===== config.mk =====
export PLATFORM = sky130hd
export DESIGN_NAME = lavm_queue
export DESIGN_NICKNAME = d
export VERILOG_FILES = /design/src/rtl/lavm_pkg.sv /design/src/rtl/lavm_queue.sv
export SDC_FILE = /design/constraint.sdc
export NUM_CORES = 1
export LEC_CHECK = 0
export ABC_AREA = 1
export BUFFER_PORTS_ARGS = -buffer_cell sky130_fd_sc_hd__buf_2
export CORE_AREA = 10 10 220 222
export CTS_CLUSTER_DIAMETER = 40
export CTS_CLUSTER_SIZE = 20
export DETAILED_ROUTE_END_ITERATION = 16
export DIE_AREA = 0 0 230 232
export PLACE_DENSITY_LB_ADDON = 0.08
export SLEW_MARGIN = 0
export SYNTH_ARGS = -nofsm -noshare
export SYNTH_HDL_FRONTEND = slang
export SYNTH_SLANG_ARGS = --single-unit

===== constraint.sdc =====
create_clock -name i_clk -period 20.2 [get_ports i_clk]
set_input_delay 2.02 -clock i_clk [delete_from_list [all_inputs] [get_ports i_clk]]
set_output_delay 2.02 -clock i_clk [all_outputs]
set_load 0.01 [all_outputs]

===== src/rtl/lavm_pkg.sv =====
`default_nettype none
// ----------------------------------------------------------------------------
// lavm_pkg
// Shared types and fixed widths of the look-at view matrix core.
// ----------------------------------------------------------------------------
package lavm_pkg;

    // Field width of every coordinate word
    localparam int XW    = 32;
    // Gaze difference center - eye
    localparam int GW    = XW + 1;
    // Cross product before normalization
    localparam int CW    = XW + 2;
    // Multiplier operand and accumulator
    localparam int MW    = CW;
    localparam int AW    = 2 * MW;
    // Sum of three squares and its floor root
    localparam int RADW  = 66;
    localparam int ROOTW = RADW / 2;
    // Depth of the job queue between front and back
    localparam int QDEPTH = 2;

    typedef struct packed {
        logic signed [XW-1:0] eye_x;
        logic signed [XW-1:0] eye_y;
        logic signed [XW-1:0] eye_z;
        logic signed [XW-1:0] center_x;
        logic signed [XW-1:0] center_y;
        logic signed [XW-1:0] center_z;
        logic signed [XW-1:0] up_x;
        logic signed [XW-1:0] up_y;
        logic signed [XW-1:0] up_z;
    } t_cmd;

    typedef struct packed {
        logic [1:0]           row_index;
        logic signed [XW-1:0] col_zero;
        logic signed [XW-1:0] col_one;
        logic signed [XW-1:0] col_two;
        logic signed [XW-1:0] col_three;
        logic                 last_row;
        logic                 degenerate;
    } t_result;

    // Classified job as handed from front to back
    typedef struct packed {
        logic signed [XW-1:0] eye_x;
        logic signed [XW-1:0] eye_y;
        logic signed [XW-1:0] eye_z;
        logic signed [XW-1:0] up_x;
        logic signed [XW-1:0] up_y;
        logic signed [XW-1:0] up_z;
        logic signed [GW-1:0] g_x;
        logic signed [GW-1:0] g_y;
        logic signed [GW-1:0] g_z;
        logic                 g_zero;
    } t_job;

endpackage
`default_nettype wire


===== src/rtl/lavm_queue.sv =====
`default_nettype none
// ----------------------------------------------------------------------------
// lavm_queue
// Short job queue that lets front and back stall on their own.
// ----------------------------------------------------------------------------
module lavm_queue (
    input  wire logic           i_clk,
    input  wire logic           i_rst_n,
    input  wire logic           i_push,
    input  wire lavm_pkg::t_job i_job,
    input  wire logic           i_pop,
    output logic                o_full,
    output logic                o_empty,
    output lavm_pkg::t_job      o_job
);

    localparam int QPW = $clog2(lavm_pkg::QDEPTH);
    localparam int QCW = $clog2(lavm_pkg::QDEPTH + 1);

    lavm_pkg::t_job r_mem [lavm_pkg::QDEPTH];
    logic [QPW-1:0] r_wr;
    logic [QPW-1:0] r_rd;
    logic [QCW-1:0] r_cnt;

    assign o_full  = (r_cnt == QCW'(lavm_pkg::QDEPTH));
    assign o_empty = (r_cnt == '0);
    assign o_job   = r_mem[r_rd];

    // depth is a power of two: pointers wrap on overflow
    always_ff @(posedge i_clk) begin
        if (!i_rst_n) begin
            r_wr  <= '0;
            r_rd  <= '0;
            r_cnt <= '0;
        end else begin
            if (i_push) begin
                r_wr <= r_wr + QPW'(1);
            end
            if (i_pop) begin
                r_rd <= r_rd + QPW'(1);
            end
            case ({i_push, i_pop})
                2'b10:   r_cnt <= r_cnt + QCW'(1);
                2'b01:   r_cnt <= r_cnt - QCW'(1);
                default: r_cnt <= r_cnt;
            endcase
        end
    end

    always_ff @(posedge i_clk) begin
        if (i_push) begin
            r_mem[r_wr] <= i_job;
        end
    end

endmodule
`default_nettype wire


==> qor.txt <==
Largest net degree at the start of global routing = 178
Count leader, synth = edfxtp_1
Initial DRC Count = 751
Core outline area = 43,900 sq um
CP max FO = 177
# clock sinks = 589
Filler cells = 3,269
GR Util All Layers = 0.196
Via count = 11,100
Port Buffer Count = 589
Leak pwr = 10.3 nW
Clk slew on worst S/H paths = 0.06 ns
Avg Cell Area, Syn = 22.7 sq um
DR pass1 iterations = 4
Fmax = 202 MHz
IR drop worst, VDD = 0.0840 mV
NumNets Final = 1,881
CP endpoint kind = output pin
FP Rows = 77
CTS Hold Bufs = 0
Max cap viols = 0
Worst hold margin = 0.501 ns
Pwr/cell area = 111 nW/um^2
Htree depth = 3
Share of layout cells above drive strength 1 = 0.617
Die H = 232 um
Leading area contributor after synthesis = edfxtp_1
Setup tns final = 0 ns
Drt wl/cell = 24.5 um
Worst path required time = 18.18 ns
Final Util = 0.625
Number of synthesized flops with an enable pin = 584
Synth warn = 0
Post-CTS Setup Bufs = 0
Initial antenna violation count = 26
Die ar. = 53,400 sq um
Maximum buffer depth of the clock tree = 3
CP arrival = 2.92 ns
Prevailing post-synth register cell = edfxtp_1
Overflow left after global routing = 0
DRC viols = 0
Minimum clock period = 4.94 ns
Post-synth net total = 1,240
R2R Setup Slk = 17.52 ns
Worst setup SP type = flop
Outcome = finished clean
Yosys reg bits = 589
Setup Skew = 0.0130 ns
Synth top area cells = edfxtp_1, mux2_2, buf_6, dfxtp_1, nor2_1
Synth cell types = 12
RSZ-0062 raised after global routing = false
I/O pin count = 590
Critical path type = flop to output pin
Min-delay worst type = flop to flop
Num CTS Buffers = 76
Seq/Total Area, Yosys = 0.824
Post-synth top cells = edfxtp_1, mux2_2, buf_6, nor2_1, nand2_1
Final wirelength = 55,000 um
GP Congestion = 0.765
CTS tree = built
Hold Vio Cnt, Final = 0
Share of synthesized registers carrying an async set or reset = 0
Mapped Area = 21,400 sq um
DR vias/cell = 4.96
HPWL Detailed = 38,700 um
CTS resizes = 0
Worst-Margin Slew = 1.09 ns
Max-slew headroom = 0.271
Area added between synthesis and finish = 28.3%
Final worst-path cycle share = 0.245
Detail Route Antenna Nets = 0
Clock Tree Root = clkbuf_16
Synth top area share = 0.819
Final Max Tran Viols = 0
Initial core utilization = 0.487
First-pass GRT wire length = 76,500 um
Final setup fails = 0
Syn Inst Count = 943
Vias in the first global route = 11,800
Die Wd = 230 um
Insertion delay to the later sink of the worst-skew pair = 0.59 ns
==> cells in the final DEF, fill, tap and decap left out, drive strengths merged, types with 4 or more instances in the layout <==
master and count:
nor2 12, nand2 8, dfxtp 5, bufinv 9, buf 595, clkbuf 90, edfxtp 584, mux2 292
inv 24, clkinv 16, diode 9, clkinvlp 4
==> kinds of logic after synthesis <==
family | synth area share
DFF | 0.824
muxes | 0.154
buffers and inverters | 0.0176
and+or+nand+nor | 0.00380
AOI/OAI and AO/OA | 0.000467
adders and majority gates | 0.000584
==> state kept, by name, indices dropped and copies added (netlist names), named ones only <==
register	flops
r_cnt	2
r_rd	1
r_wr	1
r_mem	584
==> area by class of cell <==
cell class	count	area, sq um	share of cell area
multi-input combinational	316	3400	0.124
clock buffer	90	2020	0.0735
sequential	589	17600	0.642
antenna	9	22.5	0.000820
tap	592	741	0.0270
inverter	6	30.0	0.00109
clock inverter	47	587	0.0214
timing repair buffer	595	3030	0.110
==> worst max-delay path: stages, from the launching register on <==
cell and delay (ns):
dfxtp_4 0.77, buf_12 0.73, mux2_2 0.46, buf_2 0.16
==> where the power goes <==
part	total, mW	internal [mW]	switching, mW
Clock	1.36	0.846	0.515
Sequential	1.43	1.42	0.0157
Combinational	0.252	0.109	0.143
==> worst paths after layout <==
kind / startpoint / endpoint / cells after the start
max: flop / o_job[282] / 3
max reg2reg: r_wr / r_mem[1][46] / 3
min reg2reg: r_rd / r_rd / 2
min: r_rd / r_rd / 2
==> metal layers <==
layer,wire length [um],global-route usage,share of wire,up-vias
li1,-,-,-,5086
met1,19200,0.200,0.35,5504
met2,28800,0.341,0.52,419
met3,5530,0.0946,0.10,99
met4,1280,0.0802,0.023,32
met5,199,0,0.0036,-
==> through the flow <==
step                      instances  area (sq um)  power, mW  setup slack, ns
after CTS                      2235         27400       3.08            15.20
final                          2244         27500       3.05            15.26
after global placement         2098         24800       1.71            15.64
after global routing           2240         27500       3.15            15.12
after floorplan                 943         21400       1.61             4.94
after detailed placement       2098         24800       1.72            15.64
(Power assumes the default switching activity.)
