===== config.mk =====
export PLATFORM = sky130hd
export DESIGN_NAME = lavm_front
export DESIGN_NICKNAME = d
export VERILOG_FILES = /design/src/rtl/lavm_pkg.sv /design/src/rtl/lavm_front.sv
export SDC_FILE = /design/constraint.sdc
export NUM_CORES = 1
export LEC_CHECK = 0
export ABC_AREA = 1
export ABC_CLOCK_PERIOD_IN_PS = 21600
export BUFFER_PORTS_ARGS = -buffer_cell sky130_fd_sc_hd__buf_2
export CORE_AREA = 2 2 230 232
export CTS_BUF_LIST = sky130_fd_sc_hd__clkbuf_4 sky130_fd_sc_hd__clkbuf_8
export CTS_CLUSTER_SIZE = 30
export DETAILED_ROUTE_END_ITERATION = 12
export DIE_AREA = 0 0 232 234
export PLACE_DENSITY = 0.6
export SYNTH_ARGS = -nofsm -noshare
export SYNTH_HDL_FRONTEND = slang
export SYNTH_SLANG_ARGS = --single-unit

===== constraint.sdc =====
create_clock -name i_clk -period 21.6 [get_ports i_clk]
set_input_delay 4.32 -clock i_clk [delete_from_list [all_inputs] [get_ports i_clk]]
set_output_delay 4.32 -clock i_clk [all_outputs]
set_load 0.05 [all_outputs]

===== src/rtl/lavm_pkg.sv =====
`default_nettype none
// ----------------------------------------------------------------------------
// lavm_pkg
// Shared types and fixed widths of the look-at view matrix core.
// ----------------------------------------------------------------------------
package lavm_pkg;

    // Field width of every coordinate word
    localparam int XW    = 32;
    // Gaze difference center - eye
    localparam int GW    = XW + 1;
    // Cross product before normalization
    localparam int CW    = XW + 2;
    // Multiplier operand and accumulator
    localparam int MW    = CW;
    localparam int AW    = 2 * MW;
    // Sum of three squares and its floor root
    localparam int RADW  = 66;
    localparam int ROOTW = RADW / 2;
    // Depth of the job queue between front and back
    localparam int QDEPTH = 2;

    typedef struct packed {
        logic signed [XW-1:0] eye_x;
        logic signed [XW-1:0] eye_y;
        logic signed [XW-1:0] eye_z;
        logic signed [XW-1:0] center_x;
        logic signed [XW-1:0] center_y;
        logic signed [XW-1:0] center_z;
        logic signed [XW-1:0] up_x;
        logic signed [XW-1:0] up_y;
        logic signed [XW-1:0] up_z;
    } t_cmd;

    typedef struct packed {
        logic [1:0]           row_index;
        logic signed [XW-1:0] col_zero;
        logic signed [XW-1:0] col_one;
        logic signed [XW-1:0] col_two;
        logic signed [XW-1:0] col_three;
        logic                 last_row;
        logic                 degenerate;
    } t_result;

    // Classified job as handed from front to back
    typedef struct packed {
        logic signed [XW-1:0] eye_x;
        logic signed [XW-1:0] eye_y;
        logic signed [XW-1:0] eye_z;
        logic signed [XW-1:0] up_x;
        logic signed [XW-1:0] up_y;
        logic signed [XW-1:0] up_z;
        logic signed [GW-1:0] g_x;
        logic signed [GW-1:0] g_y;
        logic signed [GW-1:0] g_z;
        logic                 g_zero;
    } t_job;

endpackage
`default_nettype wire


===== src/rtl/lavm_front.sv =====
`default_nettype none
// ----------------------------------------------------------------------------
// lavm_front
// Input stage: take a word, form the gaze and flag a zero gaze.
// ----------------------------------------------------------------------------
module lavm_front (
    input  wire logic           i_clk,
    input  wire logic           i_rst_n,
    input  wire logic           i_start,
    input  wire lavm_pkg::t_cmd i_cmd,
    input  wire logic           i_full,
    output logic                o_busy,
    output logic                o_push,
    output lavm_pkg::t_job      o_job
);

    logic           r_valid;
    lavm_pkg::t_job r_job;
    lavm_pkg::t_job n_job;
    logic           accept;

    assign o_busy = r_valid & i_full;
    assign o_push = r_valid & ~i_full;
    assign accept = i_start & ~o_busy;
    assign o_job  = r_job;

    always_comb begin
        n_job.eye_x = i_cmd.eye_x;
        n_job.eye_y = i_cmd.eye_y;
        n_job.eye_z = i_cmd.eye_z;
        n_job.up_x  = i_cmd.up_x;
        n_job.up_y  = i_cmd.up_y;
        n_job.up_z  = i_cmd.up_z;
        n_job.g_x   = lavm_pkg::GW'(i_cmd.center_x) - lavm_pkg::GW'(i_cmd.eye_x);
        n_job.g_y   = lavm_pkg::GW'(i_cmd.center_y) - lavm_pkg::GW'(i_cmd.eye_y);
        n_job.g_z   = lavm_pkg::GW'(i_cmd.center_z) - lavm_pkg::GW'(i_cmd.eye_z);
        n_job.g_zero = (i_cmd.center_x == i_cmd.eye_x) && (i_cmd.center_y == i_cmd.eye_y)
                       && (i_cmd.center_z == i_cmd.eye_z);
    end

    always_ff @(posedge i_clk) begin
        if (!i_rst_n) begin
            r_valid <= 1'b0;
        end else if (accept) begin
            r_valid <= 1'b1;
        end else if (o_push) begin
            r_valid <= 1'b0;
        end
    end

    always_ff @(posedge i_clk) begin
        if (accept) begin
            r_job <= n_job;
        end
    end

endmodule
`default_nettype wire


==> metrics.txt, run 1 <==
Yosys Warn Count=0; unrepaired setup endpoints after global routing=no; Compound-Gate Fraction of Synth Area=0.02143; Mapped Cells=1985; row count=84; most common cell after layout, fill and taps aside=nand2_1; Syn Area/Cell=8.411 um^2; WL/cell=17.04 um; Antenna Violating Nets Remaining=0; Synth Flop Type=edfxtp_1; Final period util=0.4264; crit path capture type=primary output; post-DP HPWL=47.47 mm; fin worst setup slack=12.39 ns; GRT Overall Usage=0.2026; Post-synth EDFFs=292; post-CTS sizing=0; Core ar.=0.05202 mm^2; cell area after synthesis=0.01670 mm^2; Worst EP arrival=just under 5 ns; Final Hold Viols=0; WL final=between 50 and 60 mm; Distinct cells, synth=27; critical setup path kind=input port to primary output; adder-cell share of the synthesized area=0.07554; post-layout net count=3018; die height=234 um; pwr/cell area=80.12 mW/mm^2; cts bufs inserted=53; Initial Utilization=0.3209; syn_nets=2376; H-tree depth=2; placed cell areas=slightly above 0.02 mm^2; die area=0.05429 mm^2; setup TNS=0 ns; Root Buffer=clkbuf_8; max_slew headroom=0.3120; Synth Area in Simple Gates=0.2447; xor and xnor area share after synthesis=0.02361; CTS tree=built; layout cells sized above 1=0.2759; worst slew pin tran=1.032 ns; largest net degree at the start of global routing=84; Worst IR Drop VDD=0.05227 mV; Setup violations, final=0; first drt pass iteration count=5; # IOs=586; Layout area overhead=29.53%; Hold-fix buffers, CTS=0; Final GP Congestion=0.9583; grt ovf=0; worst min path class=flip-flop to flip-flop; status=completed; power consumption=1.733 mW; IO buf count=about 600; CP Launch Type=input port; Design Area, Final=0.02163 mm^2; initial antenna violation count=15; most frequent cells in the layout=nand2_1 (727), buf_2 (585), inv_1 (470); Initial DRC Count=840; Worst-path clk slew=0.06 ns; P_leak=between 10 and 15 nW; vias per cell=4.420; fin crit period=9.210 ns; crit-path max FO=2; WP data required=~17 ns; Post-CTS Setup Bufs=0; clk sinks=between 200 and 300; asr flop ratio synth=0; CTS Buffer Depth=3; Max-Cap Viols=0; main combinational cell family by area after synthesis=simple AND/OR/NAND/NOR gates; Worst-Skew Late Latency=0.65 ns; FILL cells=around 5300; vias in the first global route=14640; Max Fclk=0.1086 GHz; DRC viols=0; pre-CTS setup slack=between 10 and 15 ns; register area share after synthesis=0.5264; first-pass GRT wire length=82.92 mm; Worst Skew=0.02215 ns; Die X=232 um; routed vias=roughly 15000; mux cell area share after synthesis=0; Final Max Tran Viols=0; Layout Utilization=0.4157; Seq cells post-synth=293
==> power by group <==
| group | internal (mW) | total [mW] | switching, mW | leakage, nW |
|---|---|---|---|---|
| Sequential | 0.687 | 0.700 | 0.0126 | 2.84 |
| Combinational | 0.119 | 0.470 | 0.351 | 8.40 |
| Clock | 0.313 | 0.562 | 0.250 | 0.588 |
==> flip-flops by register name, summed over array words and instances (netlist names) <==
register and count:
r_valid 1, o_job 292
==> routing by layer <==
layer | routed length, um | up-vias | GRT usage | part of all wire
met1 | 22160 | 6771 | 0.2283 | 0.39
met4 | 1423 | 4 | 0.05729 | 0.025
met3 | 4481 | 96 | 0.05168 | 0.078
met5 | 28 | - | 0 | 0.00049
met2 | 29200 | 561 | 0.3763 | 0.51
li1 | - | 7429 | - | -
==> cell type report <==
cell class                 instances  area (um^2)  share of cell area
tap                              688        860.8             0.03981
inverter                         477         1790             0.08279
timing repair buffer             589         2958              0.1368
antenna                            6        15.01           0.0006943
clock inverter                    26        231.5             0.01070
clock buffer                      70        875.8             0.04050
multi-input combinational       1213         6106              0.2823
sequential                       293         8788              0.4064
==> worst max-delay path, cell delays in order <==
cell,delay (ns)
buf_2,0.09
nand2_1,0.07
inv_1,0.12
buf_2,0.28
==> final timing paths <==
kind / cells after the start / start / slack (ns) / to
worst max-delay path: 4 / i_full / 12.39 / o_busy
worst min-delay path: 2 / r_valid / 0.53 / r_valid
worst max register to register: 5 / r_valid / 18.33 / o_job[149]
worst min register to register: 2 / r_valid / 0.53 / r_valid
==> stage by stage <==
stage	hold WS, ns	cells
after floorplan	0.4629	1985
after global placement	0.5070	3260
after detailed placement	0.5126	3260
after CTS	0.5212	3356
after global routing	0.5590	3357
final	0.5288	3362
==> Yosys cell counts, types with 3 or more instances <==
cell type  number  area [um^2]
a21o_1          3        22.52
nand3_1        69        345.3
nand4_1        13        81.33
xor2_1         37        324.1
nor2_1        122        457.9
nor3_1          7        35.03
xnor2_1         8        70.07
nand3_2         7        70.07
fa_1            3        60.06
inv_2           7        26.28
nor2_2          6        37.54
o21bai_1        3        22.52
ha_1           96         1201
nand2_2        36        225.2
or2_1           5        31.28
a21oi_1        61        305.3
nand2_1       727         2729
edfxtp_1      292         8768
inv_1         470         1764
and2_1          6        37.54
==> kinds of logic (layout without fill, tap and decap cells) <==
logic type,Yosys count,in the layout
XOR/XNOR,45,45
flip-flops,293,293
other,0,6
adder cells (fa/ha/maj),99,99
buffers and inverters,479,1162
AND/OR/NAND/NOR,1001,1001
AO/OA/AOI/OAI,68,68
Note: power is estimated with default switching activity, not from simulation.
==> run 2: changes to the inputs <==
--- a/config.mk
+++ b/config.mk
@@ -6,14 +6,14 @@
 export NUM_CORES = 1
 export LEC_CHECK = 0
 export ABC_AREA = 1
-export ABC_CLOCK_PERIOD_IN_PS = 21600
+export ABC_CLOCK_PERIOD_IN_PS = 8200
 export BUFFER_PORTS_ARGS = -buffer_cell sky130_fd_sc_hd__buf_2
-export CORE_AREA = 2 2 230 232
+export CORE_AREA = 2 2 229 231
 export CTS_BUF_LIST = sky130_fd_sc_hd__clkbuf_4 sky130_fd_sc_hd__clkbuf_8
 export CTS_CLUSTER_SIZE = 30
 export DETAILED_ROUTE_END_ITERATION = 12
-export DIE_AREA = 0 0 232 234
-export PLACE_DENSITY = 0.6
+export DIE_AREA = 0 0 231 233
+export PLACE_DENSITY = 0.62
 export SYNTH_ARGS = -nofsm -noshare
 export SYNTH_HDL_FRONTEND = slang
 export SYNTH_SLANG_ARGS = --single-unit
==> constraint.sdc (replaced) <==
create_clock -name i_clk -period 8.2 [get_ports i_clk]
set_input_delay 1.64 -clock i_clk [delete_from_list [all_inputs] [get_ports i_clk]]
set_output_delay 1.64 -clock i_clk [all_outputs]
set_load 0.05 [all_outputs]
==> run 2 against run 1 <==
Flip-flop and latch count unchanged. Hold slack worse by 0.012 ns. Clock skew grew 0.018 ns. Die area fell by 0.86%. Utilization grew 0.76 points. Register-to-register slack worse by 12 ns. Cell area unchanged. Largest cell class unchanged.
==> metrics.txt, run 2 (synthesized netlist as in run 1, its figures left out) <==
status=completed (unchanged); critical-path cell list=buf_2, nand2_1, inv_1, buf_2 (unchanged); WL final=58.59 mm (was 57.30 mm); die height=233 um (was 234 um); Worst-Skew Late Latency=0.65 ns (about the same); worst hold margin=0.5171 ns (was 0.5288 ns); routed length on met3=4.176 mm (was 4.481 mm); Worst-path clk slew=0.05 ns (was 0.06 ns); most frequent cell on the critical path=buf_2 (unchanged); Final GP Congestion=0.9377 (was 0.9583); WP buf/inv=3 (unchanged); WL met1=23.04 mm (was 22.16 mm); unrepaired setup endpoints after global routing=no (unchanged); CTS Buffer Depth=3 (unchanged); Worst Skew=0.04051 ns (was 0.02215 ns); Worst EP arrival=2.19 ns (was 4.89 ns); row count=83 (was 84); Initial DRC Count=732 (was 840); most common cell after layout, fill and taps aside=nand2_1 (unchanged); Die X=231 um (was 232 um); first-pass GRT wire length=85.83 mm (was 82.92 mm); setup TNS=0 ns (unchanged); vias per cell=4.418 (was 4.420); Critical Path Start=i_full (unchanged); internal power=2.948 mW (was 1.120 mW); Hold Path Origin=r_valid (unchanged); clk sinks=293 (unchanged); routed vias=14800 (was 14860); max reg flops=292 (unchanged); Initial Utilization=0.3268 (was 0.3209); vias in the first global route=14730 (was 14640); Worst IR Drop VDD=0.1267 mV (was 0.05227 mV); die area=0.05382 mm^2 (was 0.05429 mm^2); Setup violations, final=0 (unchanged); post-layout net count=3018 (unchanged); critical setup path kind=input port to primary output (unchanged); crit-path max FO=2 (unchanged); post-DP HPWL=48.46 mm (was 47.47 mm); Max Fclk=0.2611 GHz; clock share of power=0.326 (was 0.325); most frequent cells in the layout=nand2_1 (727), buf_2 (585), inv_1 (470) (unchanged); NetSw=1.637 mW (was 0.6130 mW); largest net degree at the start of global routing=112 (was 84); Layout area overhead=29.53% (unchanged); initial antenna violation count=16 (was 15); # IOs=586 (unchanged); CTS tree=built (unchanged); post-CTS sizing=0 (unchanged); FILL cells=5245 (was 5312); CP Launch Type=input port (unchanged); Final period util=0.4671; Root Buffer=clkbuf_8 (unchanged); worst slew pin tran=0.9359 ns (was 1.032 ns); pwr/cell area=212.0 mW/mm^2 (was 80.12 mW/mm^2); CP peak stage delay=0.28 ns (about the same); Hold-fix buffers, CTS=0 (unchanged); Final Max Tran Viols=0 (unchanged); Max-Cap Viols=0 (unchanged); max_slew headroom=0.3761 (was 0.3120); P_leak=11.83 nW (about the same); Post-CTS Setup Bufs=0 (unchanged); cts bufs inserted=54 (was 53); worst min path class=flip-flop to flip-flop (unchanged); Antenna Violating Nets Remaining=0 (unchanged); IO buf count=585 (unchanged); crit-path leading delay family=buffers and inverters (unchanged); WL/cell=17.49 um (was 17.04 um); WP data required=6.56 ns (was 17.28 ns); crit path capture type=primary output (unchanged); Comb pwr share=0.270 (was 0.271); Core ar.=0.05109 mm^2 (was 0.05202 mm^2); Net Sw Frac=0.3570 (was 0.3538); final antenna diode count=0 (was 6); layout cells sized above 1=0.2734 (was 0.2759); met2 routed WL=29.97 mm (was 29.20 mm); DR top layer=met5 (unchanged); slowest stage cell, crit path=buf_2 (unchanged); Final Hold Viols=0 (unchanged); grt ovf=0 (unchanged); power consumption=4.585 mW (was 1.733 mW); GRT Overall Usage=0.2121 (was 0.2026); H-tree depth=2 (unchanged); DRC viols=0 (unchanged); worst r2r src=r_valid (unchanged); sequential share of power=0.404 (about the same); first drt pass iteration count=6 (was 5); fin crit period=3.830 ns
==> run 2: cell type report <==
type / count / area, um^2 / share of cell area
timing repair buffer: 588 / 2975 / 0.1376
inverter: 477 / 1790 / 0.08279
multi-input combinational: 1213 / 6106 / 0.2823
tap: 680 / 850.8 / 0.03934
sequential: 293 / 8788 / 0.4064
clock inverter: 32 / 249.0 / 0.01151
clock buffer: 67 / 865.8 / 0.04004
==> run 2: stage by stage <==
stage	std cells	setup WS (ns)	area, um^2	utilization
final	3350	4.370	21630	0.4233
after global routing	3350	4.334	21630	0.4233
after CTS	3350	4.367	21630	0.4233
after detailed placement	3251	4.368	20510	0.4014
after global placement	3251	4.344	20510	0.4014
after floorplan	1985	1.462	16700	-
==> run 2: final timing paths <==
| kind | endpoint | slack, ns | cells past startpoint |
|---|---|---|---|
| min reg2reg | r_valid | 0.52 | 2 |
| max | o_busy | 4.37 | 4 |
| min | r_valid | 0.52 | 2 |
| max reg2reg | o_job[53] | 5.98 | 4 |
==> run 2: worst reg2reg max path: cells and delay by family (launching register included) <==
family,cells,cell delay (ns)
buffers and inverters,2,0.87
DFF,1,0.31
and+or+nand+nor,2,0.59
==> run 2: power by group through the flow <==
| stage | logic, mW | registers [mW] | clock network (mW) |
|---|---|---|---|
| 6_report | 1.24 | 1.85 | 1.50 |
| 5_1_grt | 1.34 | 1.86 | 1.60 |
| 4_1_cts | 1.25 | 1.85 | 1.54 |
| 3_5_place_dp | 1.24 | 1.88 | 0 |
| 3_3_place_gp | 1.24 | 1.88 | 0 |
| 2_1_floorplan | 0.452 | 2.30 | 0 |
==> run 2: metal layers <==
layer / track usage / vias up
met5: 0 / -
met4: 0.05282 / 8
met3: 0.05404 / 106
met2: 0.3941 / 517
met1: 0.2408 / 6761
li1: - / 7407
